$ cat config.mk
export PLATFORM = sky130hd
export DESIGN_NAME = three_stage_pot_calibration_sequencer_unit
export DESIGN_NICKNAME = d
export VERILOG_FILES = /design/src/sv/cpscs_pkg.sv /design/src/sv/cpscs_front.sv /design/src/sv/cpscs_queue.sv /design/src/sv/cpscs_back.sv /design/src/sv/three_stage_pot_calibration_sequencer_unit.sv
export VERILOG_INCLUDE_DIRS = /design/src /design/src/sv
export SDC_FILE = /design/constraint.sdc
export NUM_CORES = 1
export LEC_CHECK = 0
export BUFFER_PORTS_ARGS = -buffer_cell sky130_fd_sc_hd__clkbuf_2
export CAP_MARGIN = 20
export CORE_AREA = 2 2 118 166
export CTS_CLUSTER_SIZE = 28
export DETAILED_ROUTE_END_ITERATION = 8
export DIE_AREA = 0 0 120 168
export HOLD_SLACK_MARGIN = 0.03
export PLACE_DENSITY = 0.79
export SLEW_MARGIN = 20
export SYNTH_ARGS = -nofsm -noshare
export SYNTH_HDL_FRONTEND = slang
export SYNTH_SLANG_ARGS = --single-unit
$ cat constraint.sdc
create_clock -name aclk -period 6.75 [get_ports aclk]
set_input_delay 1.35 -clock aclk [delete_from_list [all_inputs] [get_ports aclk]]
set_output_delay 1.35 -clock aclk [all_outputs]
set_load 0.02 [all_outputs]
$ cat src/sv/three_stage_pot_calibration_sequencer_unit_defines.svh
// Assertion macros for the pot calibration sequencer.
`ifndef THREE_STAGE_POT_CALIBRATION_SEQUENCER_UNIT_DEFINES_SVH
`define THREE_STAGE_POT_CALIBRATION_SEQUENCER_UNIT_DEFINES_SVH

// Same-cycle implication, sampled on aclk, off while in reset.
`define CPSCS_ASSERT_NOW(label, ante, cons) \
    label: assert property (@(posedge aclk) disable iff (!aresetn) (ante) |-> (cons)) \
        else $error("cpscs: same-cycle check failed");

// Next-cycle implication, sampled on aclk, off while in reset.
`define CPSCS_ASSERT_NEXT(label, ante, cons) \
    label: assert property (@(posedge aclk) disable iff (!aresetn) (ante) |=> (cons)) \
        else $error("cpscs: next-cycle check failed");

`endif

$ cat src/sv/cpscs_pkg.sv
// Shared types and codes for the pot calibration sequencer.
`default_nettype none
package cpscs_pkg;

    localparam int WIPER_MAX_DEFAULT = 127;
    localparam int SENSOR_COUNT      = 48;

    localparam int JOB_VAL_W   = 8;
    localparam int QUEUE_DEPTH = 4;
    localparam int QPTR_W      = $clog2(QUEUE_DEPTH);

    localparam logic [15:0] TARGET_RESET = 16'd24620;
    localparam logic [11:0] FAULT_RESET  = 12'd3722;
    localparam logic [16:0] ERR_ALL_ONES = 17'h1FFFF;

    // register indexes
    localparam logic REG_TARGET = 1'b0;
    localparam logic REG_FAULT  = 1'b1;

    // input kinds
    localparam logic ACT_START  = 1'b0;
    localparam logic ACT_SAMPLE = 1'b1;

    // result commands
    localparam logic [2:0] CMD_SELECT   = 3'd0;
    localparam logic [2:0] CMD_DESELECT = 3'd1;
    localparam logic [2:0] CMD_MODE     = 3'd2;
    localparam logic [2:0] CMD_WIPER    = 3'd3;
    localparam logic [2:0] CMD_REQUEST  = 3'd4;
    localparam logic [2:0] CMD_DONE     = 3'd5;
    localparam logic [2:0] CMD_FAULT    = 3'd6;

    localparam logic [1:0] POT_COARSE = 2'd0;
    localparam logic [1:0] POT_MEDIUM = 2'd1;
    localparam logic [1:0] POT_FINE   = 2'd2;

    // job kinds passed from front to back
    localparam logic [2:0] JOB_START_SEL = 3'd0;
    localparam logic [2:0] JOB_START_DES = 3'd1;
    localparam logic [2:0] JOB_STEP      = 3'd2;
    localparam logic [2:0] JOB_NEXT      = 3'd3;
    localparam logic [2:0] JOB_FAULT     = 3'd4;
    localparam logic [2:0] JOB_DONE      = 3'd5;

    typedef struct packed {
        logic [2:0]           kind;
        logic [1:0]           pot;
        logic [JOB_VAL_W-1:0] v0;
        logic [JOB_VAL_W-1:0] v1;
        logic [JOB_VAL_W-1:0] v2;
    } cpscs_job_t;

    typedef struct packed {
        logic full;
        logic empty;
    } cpscs_qstat_t;

endpackage
`default_nettype wire

$ cat src/sv/cpscs_front.sv
// Front part: accepts items, runs the sweep state and issues jobs.
`default_nettype none
module cpscs_front
    import cpscs_pkg::*;
#(
    parameter int WIPER_MAX = WIPER_MAX_DEFAULT
) (
    input  wire logic        aclk,
    input  wire logic        aresetn,
    input  wire logic        cfg_we,
    input  wire logic        cfg_index,
    input  wire logic [15:0] cfg_wdata,
    input  wire logic        in_valid,
    output logic             in_ready,
    input  wire logic        in_action,
    input  wire logic [5:0]  in_sensor,
    input  wire logic [11:0] in_sample,
    input  wire cpscs_qstat_t qstat,
    output logic             push,
    output cpscs_job_t       job
);

    localparam int STEP_W = $clog2(WIPER_MAX + 1);
    localparam logic [STEP_W-1:0] STEP_LAST = STEP_W'(WIPER_MAX);

    localparam logic [2:0] PH_IDLE   = 3'd0;
    localparam logic [2:0] PH_COARSE = 3'd1;
    localparam logic [2:0] PH_FCHECK = 3'd2;
    localparam logic [2:0] PH_MEDIUM = 3'd3;
    localparam logic [2:0] PH_FINE   = 3'd4;

    logic [15:0]       target_reg;
    logic [11:0]       fault_reg;
    logic [2:0]        phase_reg, phase_next;
    logic [STEP_W-1:0] step_reg, step_next;
    logic [STEP_W-1:0] bc_reg, bc_next;
    logic [STEP_W-1:0] bm_reg, bm_next;
    logic [STEP_W-1:0] bf_reg, bf_next;
    logic [16:0]       least_reg, least_next;

    logic              accept;
    logic [15:0]       s16;
    logic [15:0]       diff;
    logic              below, at_end, finished, better;
    logic [STEP_W-1:0] step_prev, best, step_inc, bf_new;
    logic [1:0]        sweep_pot;

    assign in_ready = !qstat.full;
    assign accept   = in_valid && in_ready;

    assign s16       = {in_sample, 4'b0000};
    assign below     = s16 < target_reg;
    assign at_end    = step_reg >= STEP_LAST;
    assign finished  = below || at_end;
    assign step_prev = (step_reg != '0) ? step_reg - STEP_W'(1) : '0;
    assign best      = below ? step_prev : step_reg;
    assign step_inc  = step_reg + STEP_W'(1);
    assign diff      = (s16 >= target_reg) ? s16 - target_reg : target_reg - s16;
    assign better    = {1'b0, diff} < least_reg;
    assign bf_new    = better ? step_reg : bf_reg;
    assign sweep_pot = (phase_reg == PH_COARSE) ? POT_COARSE : POT_MEDIUM;

    always_comb begin
        phase_next = phase_reg;
        step_next  = step_reg;
        bc_next    = bc_reg;
        bm_next    = bm_reg;
        bf_next    = bf_reg;
        least_next = least_reg;
        push       = 1'b0;
        job        = '0;
        if (accept) begin
            if (in_action == ACT_START) begin
                push       = 1'b1;
                job.kind   = ({1'b0, in_sensor} < 7'(SENSOR_COUNT)) ? JOB_START_SEL
                                                                     : JOB_START_DES;
                job.v0     = JOB_VAL_W'(in_sensor);
                bc_next    = '0;
                bm_next    = '0;
                bf_next    = '0;
                least_next = ERR_ALL_ONES;
                phase_next = PH_COARSE;
                step_next  = '0;
            end else begin
                case (phase_reg)
                    PH_COARSE, PH_MEDIUM: begin
                        push = 1'b1;
                        if (phase_reg == PH_COARSE) begin
                            bc_next = best;
                        end else begin
                            bm_next = best;
                        end
                        if (!finished) begin
                            step_next = step_inc;
                            job.kind  = JOB_STEP;
                            job.pot   = sweep_pot;
                            job.v0    = JOB_VAL_W'(step_inc);
                        end else if (phase_reg == PH_COARSE && best == STEP_LAST) begin
                            phase_next = PH_FCHECK;
                            job.kind   = JOB_STEP;
                            job.pot    = POT_COARSE;
                            job.v0     = JOB_VAL_W'(best);
                        end else begin
                            job.kind  = JOB_NEXT;
                            job.pot   = sweep_pot;
                            job.v0    = JOB_VAL_W'(best);
                            step_next = '0;
                            if (phase_reg == PH_COARSE) begin
                                phase_next = PH_MEDIUM;
                            end else begin
                                phase_next = PH_FINE;
                                least_next = ERR_ALL_ONES;
                            end
                        end
                    end
                    PH_FCHECK: begin
                        push = 1'b1;
                        if (in_sample > fault_reg) begin
                            job.kind   = JOB_FAULT;
                            phase_next = PH_IDLE;
                        end else begin
                            job.kind   = JOB_STEP;
                            job.pot    = POT_MEDIUM;
                            phase_next = PH_MEDIUM;
                            step_next  = '0;
                        end
                    end
                    PH_FINE: begin
                        push    = 1'b1;
                        bf_next = bf_new;
                        if (better) begin
                            least_next = {1'b0, diff};
                        end
                        if (at_end) begin
                            job.kind   = JOB_DONE;
                            job.v0     = JOB_VAL_W'(bc_reg);
                            job.v1     = JOB_VAL_W'(bm_reg);
                            job.v2     = JOB_VAL_W'(bf_new);
                            phase_next = PH_IDLE;
                        end else begin
                            step_next = step_inc;
                            job.kind  = JOB_STEP;
                            job.pot   = POT_FINE;
                            job.v0    = JOB_VAL_W'(step_inc);
                        end
                    end
                    default: begin
                        push = 1'b0;
                    end
                endcase
            end
        end
    end

    always_ff @(posedge aclk) begin
        if (!aresetn) begin
            target_reg <= TARGET_RESET;
            fault_reg  <= FAULT_RESET;
            phase_reg  <= PH_IDLE;
            step_reg   <= '0;
            bc_reg     <= '0;
            bm_reg     <= '0;
            bf_reg     <= '0;
            least_reg  <= ERR_ALL_ONES;
        end else begin
            if (cfg_we && cfg_index == REG_TARGET) begin
                target_reg <= cfg_wdata;
            end
            if (cfg_we && cfg_index == REG_FAULT) begin
                fault_reg <= cfg_wdata[11:0];
            end
            phase_reg <= phase_next;
            step_reg  <= step_next;
            bc_reg    <= bc_next;
            bm_reg    <= bm_next;
            bf_reg    <= bf_next;
            least_reg <= least_next;
        end
    end

endmodule
`default_nettype wire

$ cat src/sv/cpscs_queue.sv
// Job queue between the front and back parts.
`default_nettype none
module cpscs_queue
    import cpscs_pkg::*;
(
    input  wire logic        aclk,
    input  wire logic        aresetn,
    input  wire logic        push,
    input  wire cpscs_job_t  push_job,
    input  wire logic        pop,
    output cpscs_job_t       head,
    output cpscs_qstat_t     qstat
);

    cpscs_job_t        mem_reg [QUEUE_DEPTH];
    logic [QPTR_W-1:0] wr_reg, wr_next;
    logic [QPTR_W-1:0] rd_reg, rd_next;
    logic [QPTR_W:0]   cnt_reg, cnt_next;
    logic              do_push, do_pop;

    assign qstat.full  = cnt_reg == (QPTR_W + 1)'(QUEUE_DEPTH);
    assign qstat.empty = cnt_reg == '0;
    assign head        = mem_reg[rd_reg];
    assign do_push     = push && !qstat.full;
    assign do_pop      = pop && !qstat.empty;

    always_comb begin
        wr_next  = do_push ? wr_reg + QPTR_W'(1) : wr_reg;
        rd_next  = do_pop ? rd_reg + QPTR_W'(1) : rd_reg;
        cnt_next = cnt_reg + (QPTR_W + 1)'(do_push) - (QPTR_W + 1)'(do_pop);
    end

    always_ff @(posedge aclk) begin
        if (do_push) begin
            mem_reg[wr_reg] <= push_job;
        end
    end

    always_ff @(posedge aclk) begin
        if (!aresetn) begin
            wr_reg  <= '0;
            rd_reg  <= '0;
            cnt_reg <= '0;
        end else begin
            wr_reg  <= wr_next;
            rd_reg  <= rd_next;
            cnt_reg <= cnt_next;
        end
    end

endmodule
`default_nettype wire

$ cat src/sv/cpscs_back.sv
// Back part: expands each job into its result items, one per cycle while out_ready is high.
`default_nettype none
module cpscs_back
    import cpscs_pkg::*;
(
    input  wire logic         aclk,
    input  wire logic         aresetn,
    input  wire cpscs_job_t   head,
    input  wire cpscs_qstat_t qstat,
    output logic              pop,
    output logic              out_valid,
    input  wire logic         out_ready,
    output logic [2:0]        out_command,
    output logic [1:0]        out_pot,
    output logic [6:0]        out_value,
    output logic              out_last
);

    logic [3:0] idx_reg, idx_next;
    logic       valid_reg, valid_next;
    logic [2:0] cmd_reg;
    logic [1:0] pot_reg;
    logic [6:0] val_reg;
    logic       last_reg;

    logic       load;
    logic [2:0] r_cmd;
    logic [1:0] r_pot;
    logic [6:0] r_val;
    logic       r_last;
    logic [3:0] idx_m1, idx_m4;

    function automatic logic [6:0] clamp(input logic [JOB_VAL_W-1:0] v);
        clamp = (v > JOB_VAL_W'(127)) ? 7'd127 : v[6:0];
    endfunction

    assign idx_m1 = idx_reg - 4'd1;
    assign idx_m4 = idx_reg - 4'd4;

    always_comb begin
        r_cmd  = CMD_REQUEST;
        r_pot  = POT_COARSE;
        r_val  = 7'd0;
        r_last = 1'b0;
        case (head.kind)
            JOB_START_SEL, JOB_START_DES: begin
                case (idx_reg)
                    4'd0: begin
                        if (head.kind == JOB_START_SEL) begin
                            r_cmd = CMD_SELECT;
                            r_val = clamp(head.v0);
                        end else begin
                            r_cmd = CMD_DESELECT;
                        end
                    end
                    4'd1, 4'd2, 4'd3: begin
                        r_cmd = CMD_MODE;
                        r_pot = idx_m1[1:0];
                        r_val = 7'd1;
                    end
                    4'd4, 4'd5, 4'd6: begin
                        r_cmd = CMD_WIPER;
                        r_pot = idx_m4[1:0];
                    end
                    4'd7: begin
                        r_cmd = CMD_WIPER;
                    end
                    default: begin
                        r_last = 1'b1;
                    end
                endcase
            end
            JOB_STEP: begin
                if (idx_reg == 4'd0) begin
                    r_cmd = CMD_WIPER;
                    r_pot = head.pot;
                    r_val = clamp(head.v0);
                end else begin
                    r_last = 1'b1;
                end
            end
            JOB_NEXT: begin
                case (idx_reg)
                    4'd0: begin
                        r_cmd = CMD_WIPER;
                        r_pot = head.pot;
                        r_val = clamp(head.v0);
                    end
                    4'd1: begin
                        r_cmd = CMD_WIPER;
                        r_pot = head.pot + 2'd1;
                    end
                    default: begin
                        r_last = 1'b1;
                    end
                endcase
            end
            JOB_FAULT: begin
                if (idx_reg == 4'd0) begin
                    r_cmd = CMD_DESELECT;
                end else begin
                    r_cmd  = CMD_FAULT;
                    r_last = 1'b1;
                end
            end
            JOB_DONE: begin
                case (idx_reg)
                    4'd0, 4'd6: begin
                        r_cmd = CMD_WIPER;
                        r_pot = POT_FINE;
                        r_val = clamp(head.v2);
                    end
                    4'd1: begin
                        r_cmd = CMD_MODE;
                        r_pot = POT_COARSE;
                    end
                    4'd2: begin
                        r_cmd = CMD_WIPER;
                        r_pot = POT_COARSE;
                        r_val = clamp(head.v0);
                    end
                    4'd3: begin
                        r_cmd = CMD_MODE;
                        r_pot = POT_MEDIUM;
                    end
                    4'd4: begin
                        r_cmd = CMD_WIPER;
                        r_pot = POT_MEDIUM;
                        r_val = clamp(head.v1);
                    end
                    4'd5: begin
                        r_cmd = CMD_MODE;
                        r_pot = POT_FINE;
                    end
                    default: begin
                        r_cmd  = CMD_DONE;
                        r_last = 1'b1;
                    end
                endcase
            end
            default: begin
                r_last = 1'b1;
            end
        endcase
    end

    assign load = !valid_reg || out_ready;
    assign pop  = load && !qstat.empty && r_last;

    always_comb begin
        idx_next   = idx_reg;
        valid_next = valid_reg;
        if (load) begin
            valid_next = !qstat.empty;
            if (!qstat.empty) begin
                idx_next = r_last ? 4'd0 : idx_reg + 4'd1;
            end
        end
    end

    always_ff @(posedge aclk) begin
        if (load && !qstat.empty) begin
            cmd_reg  <= r_cmd;
            pot_reg  <= r_pot;
            val_reg  <= r_val;
            last_reg <= r_last;
        end
    end

    always_ff @(posedge aclk) begin
        if (!aresetn) begin
            idx_reg   <= '0;
            valid_reg <= 1'b0;
        end else begin
            idx_reg   <= idx_next;
            valid_reg <= valid_next;
        end
    end

    assign out_valid   = valid_reg;
    assign out_command = cmd_reg;
    assign out_pot     = pot_reg;
    assign out_value   = val_reg;
    assign out_last    = last_reg;

endmodule
`default_nettype wire

$ cat src/sv/three_stage_pot_calibration_sequencer_unit.sv
// Top level of the three-pot calibration sequencer.
//
//  channel  dir  tdata                         tuser      tlast
//  s_       in   sensor[5:0] sample[17:6]      action     -
//  m_       out  pot[1:0] value[8:2]           command    last
//  cfg_     in   write enable, index, data     -          -
//
// The front takes one item per cycle while the four-entry job queue has room.
// The back sends one result per cycle while m_tready is high; a start yields
// 9 results, a sweep step 2, a sweep hand-over 3, the final commit 8. Reset
// (aresetn low at a clock edge) clears the queue and sweep state, resets the
// registers. A stalled m_ side fills the queue and then lowers s_tready.
`default_nettype none
`include "three_stage_pot_calibration_sequencer_unit_defines.svh"
module three_stage_pot_calibration_sequencer_unit
    import cpscs_pkg::*;
#(
    parameter int WIPER_MAX = WIPER_MAX_DEFAULT
) (
    input  wire logic        aclk,
    input  wire logic        aresetn,
    input  wire logic        cfg_we,
    input  wire logic        cfg_index,
    input  wire logic [15:0] cfg_wdata,
    input  wire logic        s_tvalid,
    output logic             s_tready,
    input  wire logic [23:0] s_tdata,   // sensor[5:0], sample[17:6], zero pad
    input  wire logic        s_tuser,   // action
    output logic             m_tvalid,
    input  wire logic        m_tready,
    output logic [15:0]      m_tdata,   // pot[1:0], value[8:2], zero pad
    output logic [2:0]       m_tuser,   // command
    output logic             m_tlast
);

    cpscs_job_t   push_job, head;
    cpscs_qstat_t qstat;
    logic         push, pop;
    logic [1:0]   out_pot;
    logic [6:0]   out_value;

    cpscs_front #(
        .WIPER_MAX(WIPER_MAX)
    ) u_front (
        .aclk      (aclk),
        .aresetn   (aresetn),
        .cfg_we    (cfg_we),
        .cfg_index (cfg_index),
        .cfg_wdata (cfg_wdata),
        .in_valid  (s_tvalid),
        .in_ready  (s_tready),
        .in_action (s_tuser),
        .in_sensor (s_tdata[5:0]),
        .in_sample (s_tdata[17:6]),
        .qstat     (qstat),
        .push      (push),
        .job       (push_job)
    );

    cpscs_queue u_queue (
        .aclk     (aclk),
        .aresetn  (aresetn),
        .push     (push),
        .push_job (push_job),
        .pop      (pop),
        .head     (head),
        .qstat    (qstat)
    );

    cpscs_back u_back (
        .aclk        (aclk),
        .aresetn     (aresetn),
        .head        (head),
        .qstat       (qstat),
        .pop         (pop),
        .out_valid   (m_tvalid),
        .out_ready   (m_tready),
        .out_command (m_tuser),
        .out_pot     (out_pot),
        .out_value   (out_value),
        .out_last    (m_tlast)
    );

    assign m_tdata = {7'd0, out_value, out_pot};

    `CPSCS_ASSERT_NOW(a_no_push_when_full, qstat.full, !push)
    `CPSCS_ASSERT_NEXT(a_idle_stays_idle, !m_tvalid && qstat.empty, !m_tvalid)
    `CPSCS_ASSERT_NEXT(a_start_queues_job, s_tvalid && s_tready && s_tuser == ACT_START,
                       !qstat.empty)

endmodule
`default_nettype wire

* Word-level counts from Yosys, hierarchy flattened
Memories as Yosys holds them, arrays and structs flattened. A register that Yosys moved wholly into a read port is not among the register bits.
Index checks and enable logic that the tools add are counted.
W data, S select, Z words.
** Word-level totals
- Bits in registers :: 101
- RAM bits :: 116
- Output and inout bits :: 22
- Logic and storage cells :: 195
- Memories kept :: 1
** Memories
- u_queue.mem_reg :: words 4, bits a word 29, rd ports 1, clocked after memory_dff 1, wr ports 1, line cpscs_queue.sv:15 : cpscs_job_t mem_reg [QUEUE_DEPTH];
** Cells by class
- Add/subtract/negate cells :: 12
- Order comparisons :: 9
- Equal/unequal tests :: 32
- Mux-type cells :: 82
- Bitwise logic cells :: 2
- Reductions and logical operators :: 40
** Operators with widths (number)
- $mux W7 :: 22
- $mux W17 :: 5
- $pmux W7 S3 :: 3
- $mux W16 :: 3
- $pmux W17 S2 :: 1
- $mux W3 :: 11
- $sub A16 B16 Y16 :: 2
- $mux W29 :: 1
- $gt A8 B7 Y1 const B :: 3
- $pmux W3 S3 :: 2
- $lt A16 B17 Y1 :: 1
- $eq A4 B3 Y1 const B :: 4
- $ge A16 B16 Y1 :: 1
- $lt A16 B16 Y1 :: 1
- $pmux W8 S2 :: 1
- $mux W15 :: 1
- $pmux W3 S5 :: 1
- $pmux W5 S3 :: 1
- $pmux W7 S2 :: 1
- $reduce_or A2 Y1 :: 7
- $mux W1 :: 13
- $mux W13 :: 1
- $eq A3 B2 Y1 const B :: 4
- $eq A3 B3 Y1 const B :: 4
- other kinds (45) :: 83

* Depth between registers and ports, before layout
Gate-level depths: netlist of run 1.
- Word-level depth :: 10
- Mapped depth :: 23

* Modules after synthesis
Synthesis of run 1 repeated with hierarchy kept, for this count alone.
** Second synthesis, totals
- Cell total of the unflattened synthesis :: 1164
- Area, all modules :: 11908.9 sq um
** Modules (own cells, without submodules)
- cpscs_front :: instances 1, cells each 795, area each 5840.6 sq um
- cpscs_queue :: instances 1, cells each 201, area each 4675.7 sq um
- cpscs_back :: instances 1, cells each 160, area each 1336.3 sq um
- three_stage_pot_calibration_sequencer_unit :: instances 1, cells each 8, area each 56.3 sq um

* Worst setup path after synthesis of run 1
OpenSTA, ideal clock, no wires.
- Path kind :: input -> register
- Start point :: input port s_tdata[13]
- End point :: register u_front.least_reg[10]
- Setup time :: 0.129 ns
- Arrival :: 5.364 ns
- Data required time :: 6.621 ns
- Setup slack :: 1.257 ns
- Cell stages on the path :: 23
- Path buffers :: 4
- Path through :: inv_1 > ha_1 > clkbuf_1 > nand2_1 > o21a_1 > o211a_1 > nand2_1 > clkbuf_1 > mux2i_1 > a2bb2oi_1 > xor2_1 > inv_1 > ha_1 > nand3_1 > nor2_1 > a21o_1 > a31oi_1 > o21a_1 > clkbuf_1 > o21ai_1 > buf_2 > mux2i_1 > nand2_1
** On the way
- Longest elaborated chain between the ends :: 6
- Elaborated cells on any way between the ends :: 17
- Classes of those cells :: add/sub: 2; order compare: 3; eq/ne: 4; mux: 5; reduce/logical: 3
** RTL lines
- from (decl) :: line three_stage_pot_calibration_sequencer_unit.sv:27 : input wire logic [23:0] s_tdata,
- parallel branches: the longest is 6 deep, another holds $lt A16 B17 Y1
- to (signal assigned) :: line cpscs_front.sv:177 : least_reg <= least_next;
- to (decl) :: line cpscs_front.sv:39 : logic [16:0] least_reg, least_next;
Several ways; the timed one is not identified. The select of a mux whose other input is x is not followed.
A chain may end at the register's enable or synchronous reset.

* Worst setup path after layout of run 1
- Start point :: input port s_tdata[7]
- End point :: register u_front.bf_reg[6]
** On the way
- Longest elaborated chain between the ends :: 6
- Elaborated cells on any way between the ends :: 8
- Classes of those cells :: add/sub: 2; order compare: 2; mux: 4
** RTL lines
- $sub A16 B16 Y16 or $ge A16 B16 Y1 (tied branches) :: line cpscs_front.sv:58 : assign diff = (s16 >= target_reg) ? s16 - target_reg : target_reg - s16;
- $mux W16 * :: line cpscs_front.sv:58
- $lt A16 B17 Y1 * :: line cpscs_front.sv:59 : assign better = {1'b0, diff} < least_reg;
- $mux W7 * :: line cpscs_front.sv:60 : assign bf_new = better ? step_reg : bf_reg;
- $mux W7 * :: line cpscs_front.sv:85 : case (phase_reg)
- $mux W7 * :: line cpscs_front.sv:73 : if (in_action == ACT_START) begin
- to (signal assigned) :: line cpscs_front.sv:176 : bf_reg <= bf_next;
- to (decl) :: line cpscs_front.sv:38 : logic [STEP_W-1:0] bf_reg, bf_next;
Mark *: on every way between the ends. The rest lies on a longest branch, timed or not. The select of a mux whose other input is x is not followed.

==> results of run 1 <==
-- cells by family after synthesis --
group | after synthesis
buffers and inverters | 147
multiplexers | 49
XOR/XNOR | 24
AND/OR/NAND/NOR | 359
adder cells (fa/ha/maj) | 66
flip-flops | 207
AO/OA/AOI/OAI | 273
other | 1
-- final cells by class --
| class | instances | share of cell area [%] |
|---|---|---|
| Timing Repair Buffer | 68 | 3.004 |
| Inverter | 76 | 2.298 |
| Sequential cell | 207 | 42.83 |
| Clock inverter | 12 | 1.401 |
| Clock buffer | 24 | 4.576 |
| Tap cell | 248 | 2.500 |
| Multi-Input combinational cell | 778 | 43.39 |
-- cell usage in the layout (no fill, tap or decap), types with 8 or more instances in the layout --
| cell | synthesis | layout |
|---|---|---|
| nand2_1 | 140 | 140 |
| nor2b_1 | 11 | 11 |
| mux2i_1 | 20 | 20 |
| xor2_1 | 14 | 14 |
| nand2b_1 | 11 | 11 |
| o2bb2ai_1 | 8 | 8 |
| and2_1 | 28 | 28 |
| o21ai_0 | 49 | 49 |
| dfxtp_1 | 90 | 89 |
| edfxtp_1 | 117 | 117 |
| a21oi_1 | 79 | 79 |
| clkbuf_16 | 0 | 22 |
| buf_4 | 7 | 13 |
| nor2_1 | 91 | 91 |
| a21o_1 | 10 | 10 |
| xnor2_1 | 10 | 10 |
| nand3_1 | 18 | 18 |
| ha_1 | 64 | 64 |
| a22oi_1 | 14 | 14 |
| a211oi_1 | 9 | 9 |
| clkbuf_2 | 0 | 55 |
| inv_1 | 74 | 74 |
| o211ai_1 | 21 | 21 |
| nor3_1 | 24 | 24 |
| mux4_2 | 26 | 26 |
| a31oi_1 | 8 | 8 |
-- power groups by stage --
stage	clock network, uW	registers, uW	logic (uW)
floorplan	0	1630	880
CTS	1270	1570	1220
global route	1300	1580	1360
global placement	0	1590	1180
detailed placement	0	1600	1220
finish	1250	1570	1230
-- layer usage --
| layer | global-route usage, % | routed length (um) | up-vias |
|---|---|---|---|
| met1 | 28.22 | 9765 | 4168 |
| met5 | 0 | 0 | - |
| met4 | 12.74 | 1019 | 0 |
| met3 | 3.354 | 1281 | 91 |
| met2 | 50.86 | 14500 | 367 |
| li1 | - | - | 4106 |
-- critical path, delay by kind of cell --
| kind | cells | cell delay [ns] |
|---|---|---|
| XOR/XNOR | 1 | 0.20 |
| AO/OA/AOI/OAI | 9 | 2.48 |
| buffers and inverters | 3 | 0.25 |
| adder cells (fa/ha/maj) | 2 | 0.64 |
| AND/OR/NAND/NOR | 4 | 1.16 |
-- per-stage QoR --
step / util [%] / std cells / cell area [um^2] / total power (uW) / hold WS [ns]
floorplan: - / 1132 / 11290 / 2510 / 0.4180
global placement: 61.94 / 1377 / 11670 / 2770 / 0.4291
detailed placement: 61.94 / 1377 / 11670 / 2813 / 0.4472
CTS: 65.88 / 1413 / 12410 / 4061 / 0.4567
global route: 65.88 / 1413 / 12410 / 4247 / 0.4817
finish: 65.88 / 1413 / 12410 / 4054 / 0.4495
-- worst max-delay path by stage --
stage / startpoint / endpoint / slack, ns
global route: s_tdata[15] / u_front.bf_reg[6] / 0.63
finish: s_tdata[7] / u_front.bf_reg[6] / 1.01
detailed placement: s_tdata[7] / u_front.bf_reg[3] / 0.58
global placement: s_tdata[7] / u_front.bf_reg[3] / 0.65
CTS: s_tdata[7] / u_front.bf_reg[6] / 1.07
floorplan: s_tdata[13] / u_front.least_reg[10] / 1.26
==> results.toml, run 1 <==
[cts]
post-cts-setup-buffers = 0
clk_latency_ns = 0.50
clk_path_buf_depth = 3
tritoncts = "built"
cts_hold_buf = 0
clkTransAtPathRegs_ns = 0.06
cts_buffers = 20
clkSinkCount = 207
root_buffer = "clkbuf_16"
cts_resized = 0
htreeDepth = 1

[sta]
rsz0062_at_grt = "no"
fmax_ghz = 0.1744
hold_viol_final = 0
layout_setup_ws_ns = 1.015
clock_skew_ns = 0.01420
period_share_pct = 84.97
tns_ns = 0
slew_violations = 0
tightest_slew_ns = 0.8305
fin_crit_ns = 5.735
max_slew_margin_pct = 44.26
setup_viol = 0

[setup_path]
reg2reg_from = "u_front.target_reg[4]"
critPathMaxFanout = 10
cp_cell_sequence = "clkbuf_2 > inv_1 > ha_1 > and4bb_4 > a2111o_1 > and4_1 > nor2_1 > nand2_1 > a2bb2oi_1 > xor2_1 > inv_1 > ha_1 > a211o_1 > a21o_1 > a31oi_1 > o21a_1 > o21ai_0 > a21oi_1 > o2bb2ai_1"
rr_endpoint = "u_front.bf_reg[6]"
slowest_delay_ns = 0.52
crit_path_start_kind = "input port"
crit_arrival_ns = 6.10
r2r_slack_ns = 1.67
critPathRequiredTime_ns = 7.11
reg2regPathDepth = 18
end_kind = "register"
critical_path_class = "input port to register"
cpMaxStageDelayCell = "a21oi_1"

[logic_synthesis]
synth-seq-cells = 207
synth_common_cells = "140 x nand2_1, 117 x edfxtp_1, 91 x nor2_1"
avgSynthCellArea_um2 = 10.00
yosysMostFrequentCell = "nand2_1"
yosysTopAreaCellShare_pct = 31.19
syn_inst = 1126
synth.area.mux_share_pct = 7.276
synth_area_leader_cell = "edfxtp_1"
synthArstFlopShare_pct = 0
synth_compound_area_share_pct = 16.22
ys.flop_type = "edfxtp_1"
ys_seq_area_share_pct = 47.19
synth-simple-area-share_pct = 14.73
yosys_warnings = 0
synth_top_family_by_area = "compound AO/OA/AOI/OAI gates"
synth-edff-count = 117
yosysUniqueCellTypes = 76
synth_area_mm2 = 0.01126
synthAdderAreaFrac_pct = 7.465
synth-xor-area-share_pct = 1.866
yosys-top-cells-area = "edfxtp_1 31%, dfxtp_1 16%, ha_1 7.1%, mux4_2 5.2%, nand2_1 4.7%"

[cells_and_area]
fin_nets = 1264
n_fill_cell = 1441
drive_gt1_share_pct = 12.45
syn_to_final_growth_pct = 10.21
multi_input_area_mm2 = 0.005386
seqCellArea_mm2 = 0.005316
largest_register_ffs = 104
antenna_cells = 0

[floorplanning]
ios = 69
die_w_um = 120
core_area_mm2 = 0.01884
die_h_um = 168
std_cell_rows = 60
fp.dieArea_mm2 = 0.02016
start_util_pct = 59.77

[pwr]
ir_drop_mv = 0.1981
switching_share_pct = 32.31
cell_internal_pwr_uw = 2744
seq_power_share_pct = 38.8
p_switching_uw = 1310
p_leak_uw = 0.004872
p_clk_share_pct = 30.8
combPwrFrac_pct = 30.4
p_per_area_mw_per_mm2 = 326.6

[detailed_routing]
viasPerCell = 6.180
first_iter_violations = 762
vias = 8732
drcViolationCount = 0
antenna_left = 0
avgRoutedWirePerCell_um = 18.80
drt_wl_total_um = 26570
first_pass_iters = 7

[place]
port_buffers = 55
globalplace.congestion = 0.9181
place_ws_ns = 0.5839
hpwl_um = 18730

[grt]
grt_pass1_wl_um = 43010
grt_pass1_vias = 8776
grt_usage_pct = 26.53
grt_max_degree = 48
grt_remaining_overflow = 0
antenna_found_initial = 0

[min_path]
hold_start = "u_front.least_reg[16]"
hold_depth = 2
holdPathEnd = "u_front.least_reg[16]"
hold_path_class = "register to register"

[flow_run]
drv_cap = 0

[outcome]
run_status = "complete, no violations"
Power figures use the tool's default switching activity.
==> run 2, diff against run 1 <==
- clock period: 6.75 -> 5.89 ns (I/O delays scaled with it)
==> results.toml, run 2 (synthesis results as in run 1) <==
[place]
dp_cells = 1385
globalplace.congestion = 0.8905
port_buffers = 55
place_ws_ns = 0.1385
hpwl_um = 18720

[setup_path]
critical_path_class = "input port to register"
reg2reg_from = "u_front.target_reg[4]"
cpMaxStageDelayCell = "a2111o_1"
crit_arrival_ns = 5.48
crit_end = "u_queue.mem_reg[3][4]"
critPathMaxFanout = 10
critPathRequiredTime_ns = 6.09
crit_path_start_kind = "input port"
end_kind = "register"
cp_cell_sequence = "clkbuf_2 > inv_1 > ha_1 > and4bb_4 > a2111o_1 > and4_1 > nor4_1 > nor2_1 > xor2_1 > ha_1 > a21o_1 > a211o_1 > a21o_1 > a31oi_1 > o21a_1 > nor2_1 > nand2_1 > a21oi_1"
slowest_delay_ns = 0.45
reg2regPathDepth = 17
r2r_slack_ns = 1.12
rr_endpoint = "u_queue.mem_reg[3][4]"
startpoint = "s_tdata[7]"

[cts]
post-cts-setup-buffers = 0
htreeDepth = 1
cts_buffers = 21
clkTransAtPathRegs_ns = 0.06
clk_path_buf_depth = 3
clk_latency_ns = 0.50
cts_hold_buf = 0
tritoncts = "built"
cts_resized = 0
clkSinkCount = 207
root_buffer = "clkbuf_16"

[detailed_routing]
vias = 8633
viasPerCell = 6.071
drt_wl_total_um = 25790
avgRoutedWirePerCell_um = 18.14
first_pass_iters = 5
first_iter_violations = 519
drcViolationCount = 0
antenna_left = 0

[grt]
grt_pass1_wl_um = 42190
grt_pass1_vias = 8633
grt_remaining_overflow = 0
grt_usage_pct = 25.88
antenna_found_initial = 0
grt_max_degree = 48

[floorplanning]
core_area_mm2 = 0.01884
fp.dieArea_mm2 = 0.02016
die_w_um = 120
die_h_um = 168
ios = 69
std_cell_rows = 60
start_util_pct = 59.77

[sta]
layout_setup_ws_ns = 0.6186
setup_viol = 0
fin_crit_ns = 5.271
hold_ws_ns = 0.4452
slew_violations = 0
tns_ns = 0
clock_skew_ns = 0.01794
max_slew_margin_pct = 49.18
period_share_pct = 89.50
rsz0062_at_grt = "no"
tightest_slew_ns = 0.7411
hold_viol_final = 0
fmax_ghz = 0.1897

[min_path]
hold_depth = 2
hold_path_class = "register to register"

[cells_and_area]
syn_to_final_growth_pct = 9.853
finalNonFillerCells = 1422
antenna_cells = 0
final_common_cell = "nand2_1"
drive_gt1_share_pct = 13.03
fin_util_pct = 65.66
n_fill_cell = 1478
final_cell_mix = "140 x nand2_1, 117 x edfxtp_1, 91 x nor2_1"
largest_register_ffs = 104
fin_nets = 1273

[outcome]
run_status = "complete, no violations"

[pwr]
ir_drop_mv = 0.2133
p_leak_uw = 0.004874
p_per_area_mw_per_mm2 = 359.1

[flow_run]
drv_cap = 0
[run 2: cell types whose count changed in the layout (fill, tap and decap cells not counted), sizes merged]
cell / change
clkbuf: -2
clkinvlp: -1
inv: +4
clkinv: +4
buf: +8
bufinv: -4
[run 2: worst min-delay path by stage]
| stage | start | end | slack [ns] |
|---|---|---|---|
| 2_1_floorplan | u_front.least_reg[16] | u_front.least_reg[16] | 0.42 |
| 3_3_place_gp | u_front.least_reg[16] | u_front.least_reg[16] | 0.43 |
| 3_5_place_dp | u_front.least_reg[16] | u_front.least_reg[16] | 0.44 |
| 4_1_cts | u_front.least_reg[16] | u_front.least_reg[16] | 0.45 |
| 5_1_grt | u_front.bf_reg[2] | u_front.bf_reg[2] | 0.47 |
| 6_report | u_front.least_reg[16] | u_front.least_reg[16] | 0.45 |
[run 2: critical path, delay by kind of cell]
kind                     cells  cell delay (ns)
adder cells (fa/ha/maj)      2             0.66
AND/OR/NAND/NOR              6             1.43
AO/OA/AOI/OAI                7             1.83
buffers and inverters        2             0.18
XOR/XNOR                     1             0.18
[run 2: through the flow]
stage / instance area (um^2) / total power [uW]
floorplan: 11290 / 2877
global placement: 11740 / 3182
detailed placement: 11740 / 3229
CTS: 12370 / 4446
global route: 12370 / 4662
finish: 12370 / 4443
[run 2: per-layer routing]
metal	global-route usage [%]	vias to the layer above	share of wire, %
li1	-	4135	-
met1	27.49	4072	36
met2	49.09	330	54
met3	3.252	96	4.9
met4	13.61	0	4.8
met5	0	-	0
[run 2: power by group]
part	internal, uW	switching (uW)	leakage (uW)
Clock	665	560	0.000309
Sequential	1720	80.4	0.00178
Combinational	563	851	0.00278
[run 2: area by class of cell]
type / instances / area, um^2 / share of cell area [%]
clock buffer: 22 / 529.3 / 4.277
clock inverter: 15 / 100.1 / 0.8090
inverter: 76 / 285.3 / 2.306
multi-input combinational: 778 / 5386 / 43.53
sequential: 207 / 5316 / 42.97
tap: 248 / 310.3 / 2.508
timing repair buffer: 76 / 445.4 / 3.600
==> run 3, diff against run 2 <==
- CORE_AREA: 2 2 118 166 -> 2 2 125 157
- DIE_AREA: 0 0 120 168 -> 0 0 127 159
==> results.toml, run 3 (synthesis results as in run 1) <==
[sta]
period_share_pct = 89.33
layout_setup_ws_ns = 0.6288
tns_ns = 0
fmax_ghz = 0.1901
hold_viol_final = 0
tightest_slew_ns = 0.7874
slew_violations = 0
clock_skew_ns = 0.01204
max_slew_margin_pct = 47.06
fin_crit_ns = 5.261
setup_viol = 0
rsz0062_at_grt = "no"

[cts]
cts_hold_buf = 0
clkSinkCount = 207
clkTransAtPathRegs_ns = 0.06
root_buffer = "clkbuf_16"
htreeDepth = 1
post-cts-setup-buffers = 0
clk_latency_ns = 0.49
clk_path_buf_depth = 3
cts_resized = 0
tritoncts = "built"
cts_buffers = 21

[setup_path]
crit_arrival_ns = 5.50
critPathMaxFanout = 20
end_kind = "register"
critPathRequiredTime_ns = 6.13
crit_path_start_kind = "input port"
critical_path_class = "input port to register"

[floorplanning]
fp.dieArea_mm2 = 0.02019
std_cell_rows = 56
core_area_mm2 = 0.01864
die_h_um = 159
start_util_pct = 60.43
ios = 69
die_w_um = 127

[detailed_routing]
drt_wl_total_um = 25540
vias = 8630
first_iter_violations = 540
drcViolationCount = 0
first_pass_iters = 5
avgRoutedWirePerCell_um = 18.21
antenna_left = 0
viasPerCell = 6.151

[cells_and_area]
n_fill_cell = 1436
final_common_cell = "nand2_1"
antenna_cells = 0
fin_nets = 1270
drive_gt1_share_pct = 12.81
final_cell_mix = "140 x nand2_1, 117 x edfxtp_1, 91 x nor2_1"
syn_to_final_growth_pct = 9.742
largest_register_ffs = 104

[place]
place_ws_ns = 0.2017
hpwl_um = 17920
globalplace.congestion = 0.9489
port_buffers = 55

[grt]
grt_pass1_vias = 8311
grt_max_degree = 48
antenna_found_initial = 0
grt_usage_pct = 25.03
grt_remaining_overflow = 0
grt_pass1_wl_um = 41160

[pwr]
ir_drop_mv = 0.2131
p_leak_uw = 0.004869
p_per_area_mw_per_mm2 = 364.5

[min_path]
hold_path_class = "register to register"

[flow_run]
drv_cap = 0

[outcome]
run_status = "complete, no violations"
## run 3: path summary, 6_finish.rpt
check,startpoint,slack [ns],cells past startpoint,endpoint
max,s_tdata[15],0.63,18,u_queue.mem_reg[3][3]
min,u_front.least_reg[16],0.45,2,u_front.least_reg[16]
max reg2reg,u_front.target_reg[4],1.16,16,u_queue.mem_reg[3][3]
min reg2reg,u_front.least_reg[16],0.45,2,u_front.least_reg[16]
## run 3: metal layers
| metal | vias up | global-route usage [%] | wire length, um |
|---|---|---|---|
| met5 | - | 0 | 0 |
| met4 | 0 | 8.841 | 813 |
| met3 | 71 | 2.856 | 1359 |
| met2 | 325 | 46.77 | 13440 |
| met1 | 4102 | 29.42 | 9936 |
| li1 | 4132 | - | - |
## run 3: worst max-delay path: stages
cell and delay (ns):
clkbuf_2 0.13, inv_1 0.05, ha_1 0.41, and3_1 0.22
o31ai_1 0.37, o211a_1 0.39, nand2_1 0.13, buf_4 0.24
o21ai_0 0.29, ha_1 0.21, a21o_1 0.11, a31oi_1 0.04
o21ai_0 0.38, a31oi_1 0.16, o21a_1 0.31, nor2_1 0.39
nand2_1 0.11, a21oi_1 0.36
## run 3: final cells by class
| cell class | count | area, um^2 | area share, % |
|---|---|---|---|
| clock buffers | 24 | 546.8 | 4.424 |
| clock inverters | 13 | 125.1 | 1.012 |
| inverters | 76 | 285.3 | 2.308 |
| multi-input cells | 778 | 5386 | 43.58 |
| flip-flops and latches | 207 | 5316 | 43.01 |
| well taps | 232 | 290.3 | 2.348 |
| repair buffers | 73 | 410.4 | 3.320 |
## run 3: through the flow
stage	cell area (um^2)	instances	total power [uW]	hold slack, ns	utilization, %
after global routing	12360	1403	4742	0.4850	66.32
after CTS	12360	1403	4519	0.4545	66.32
after detailed placement	11690	1366	3208	0.4441	62.71
after floorplan	11290	1132	2877	0.4180	-
after global placement	11690	1366	3178	0.4285	62.71
final	12360	1403	4506	0.4478	66.32
## run 3: report_power, final
group	switching [uW]	internal, uW	leakage [uW]
logic	842	558	0.00276
registers	76.1	1720	0.00178
clock network	549	757	0.000325
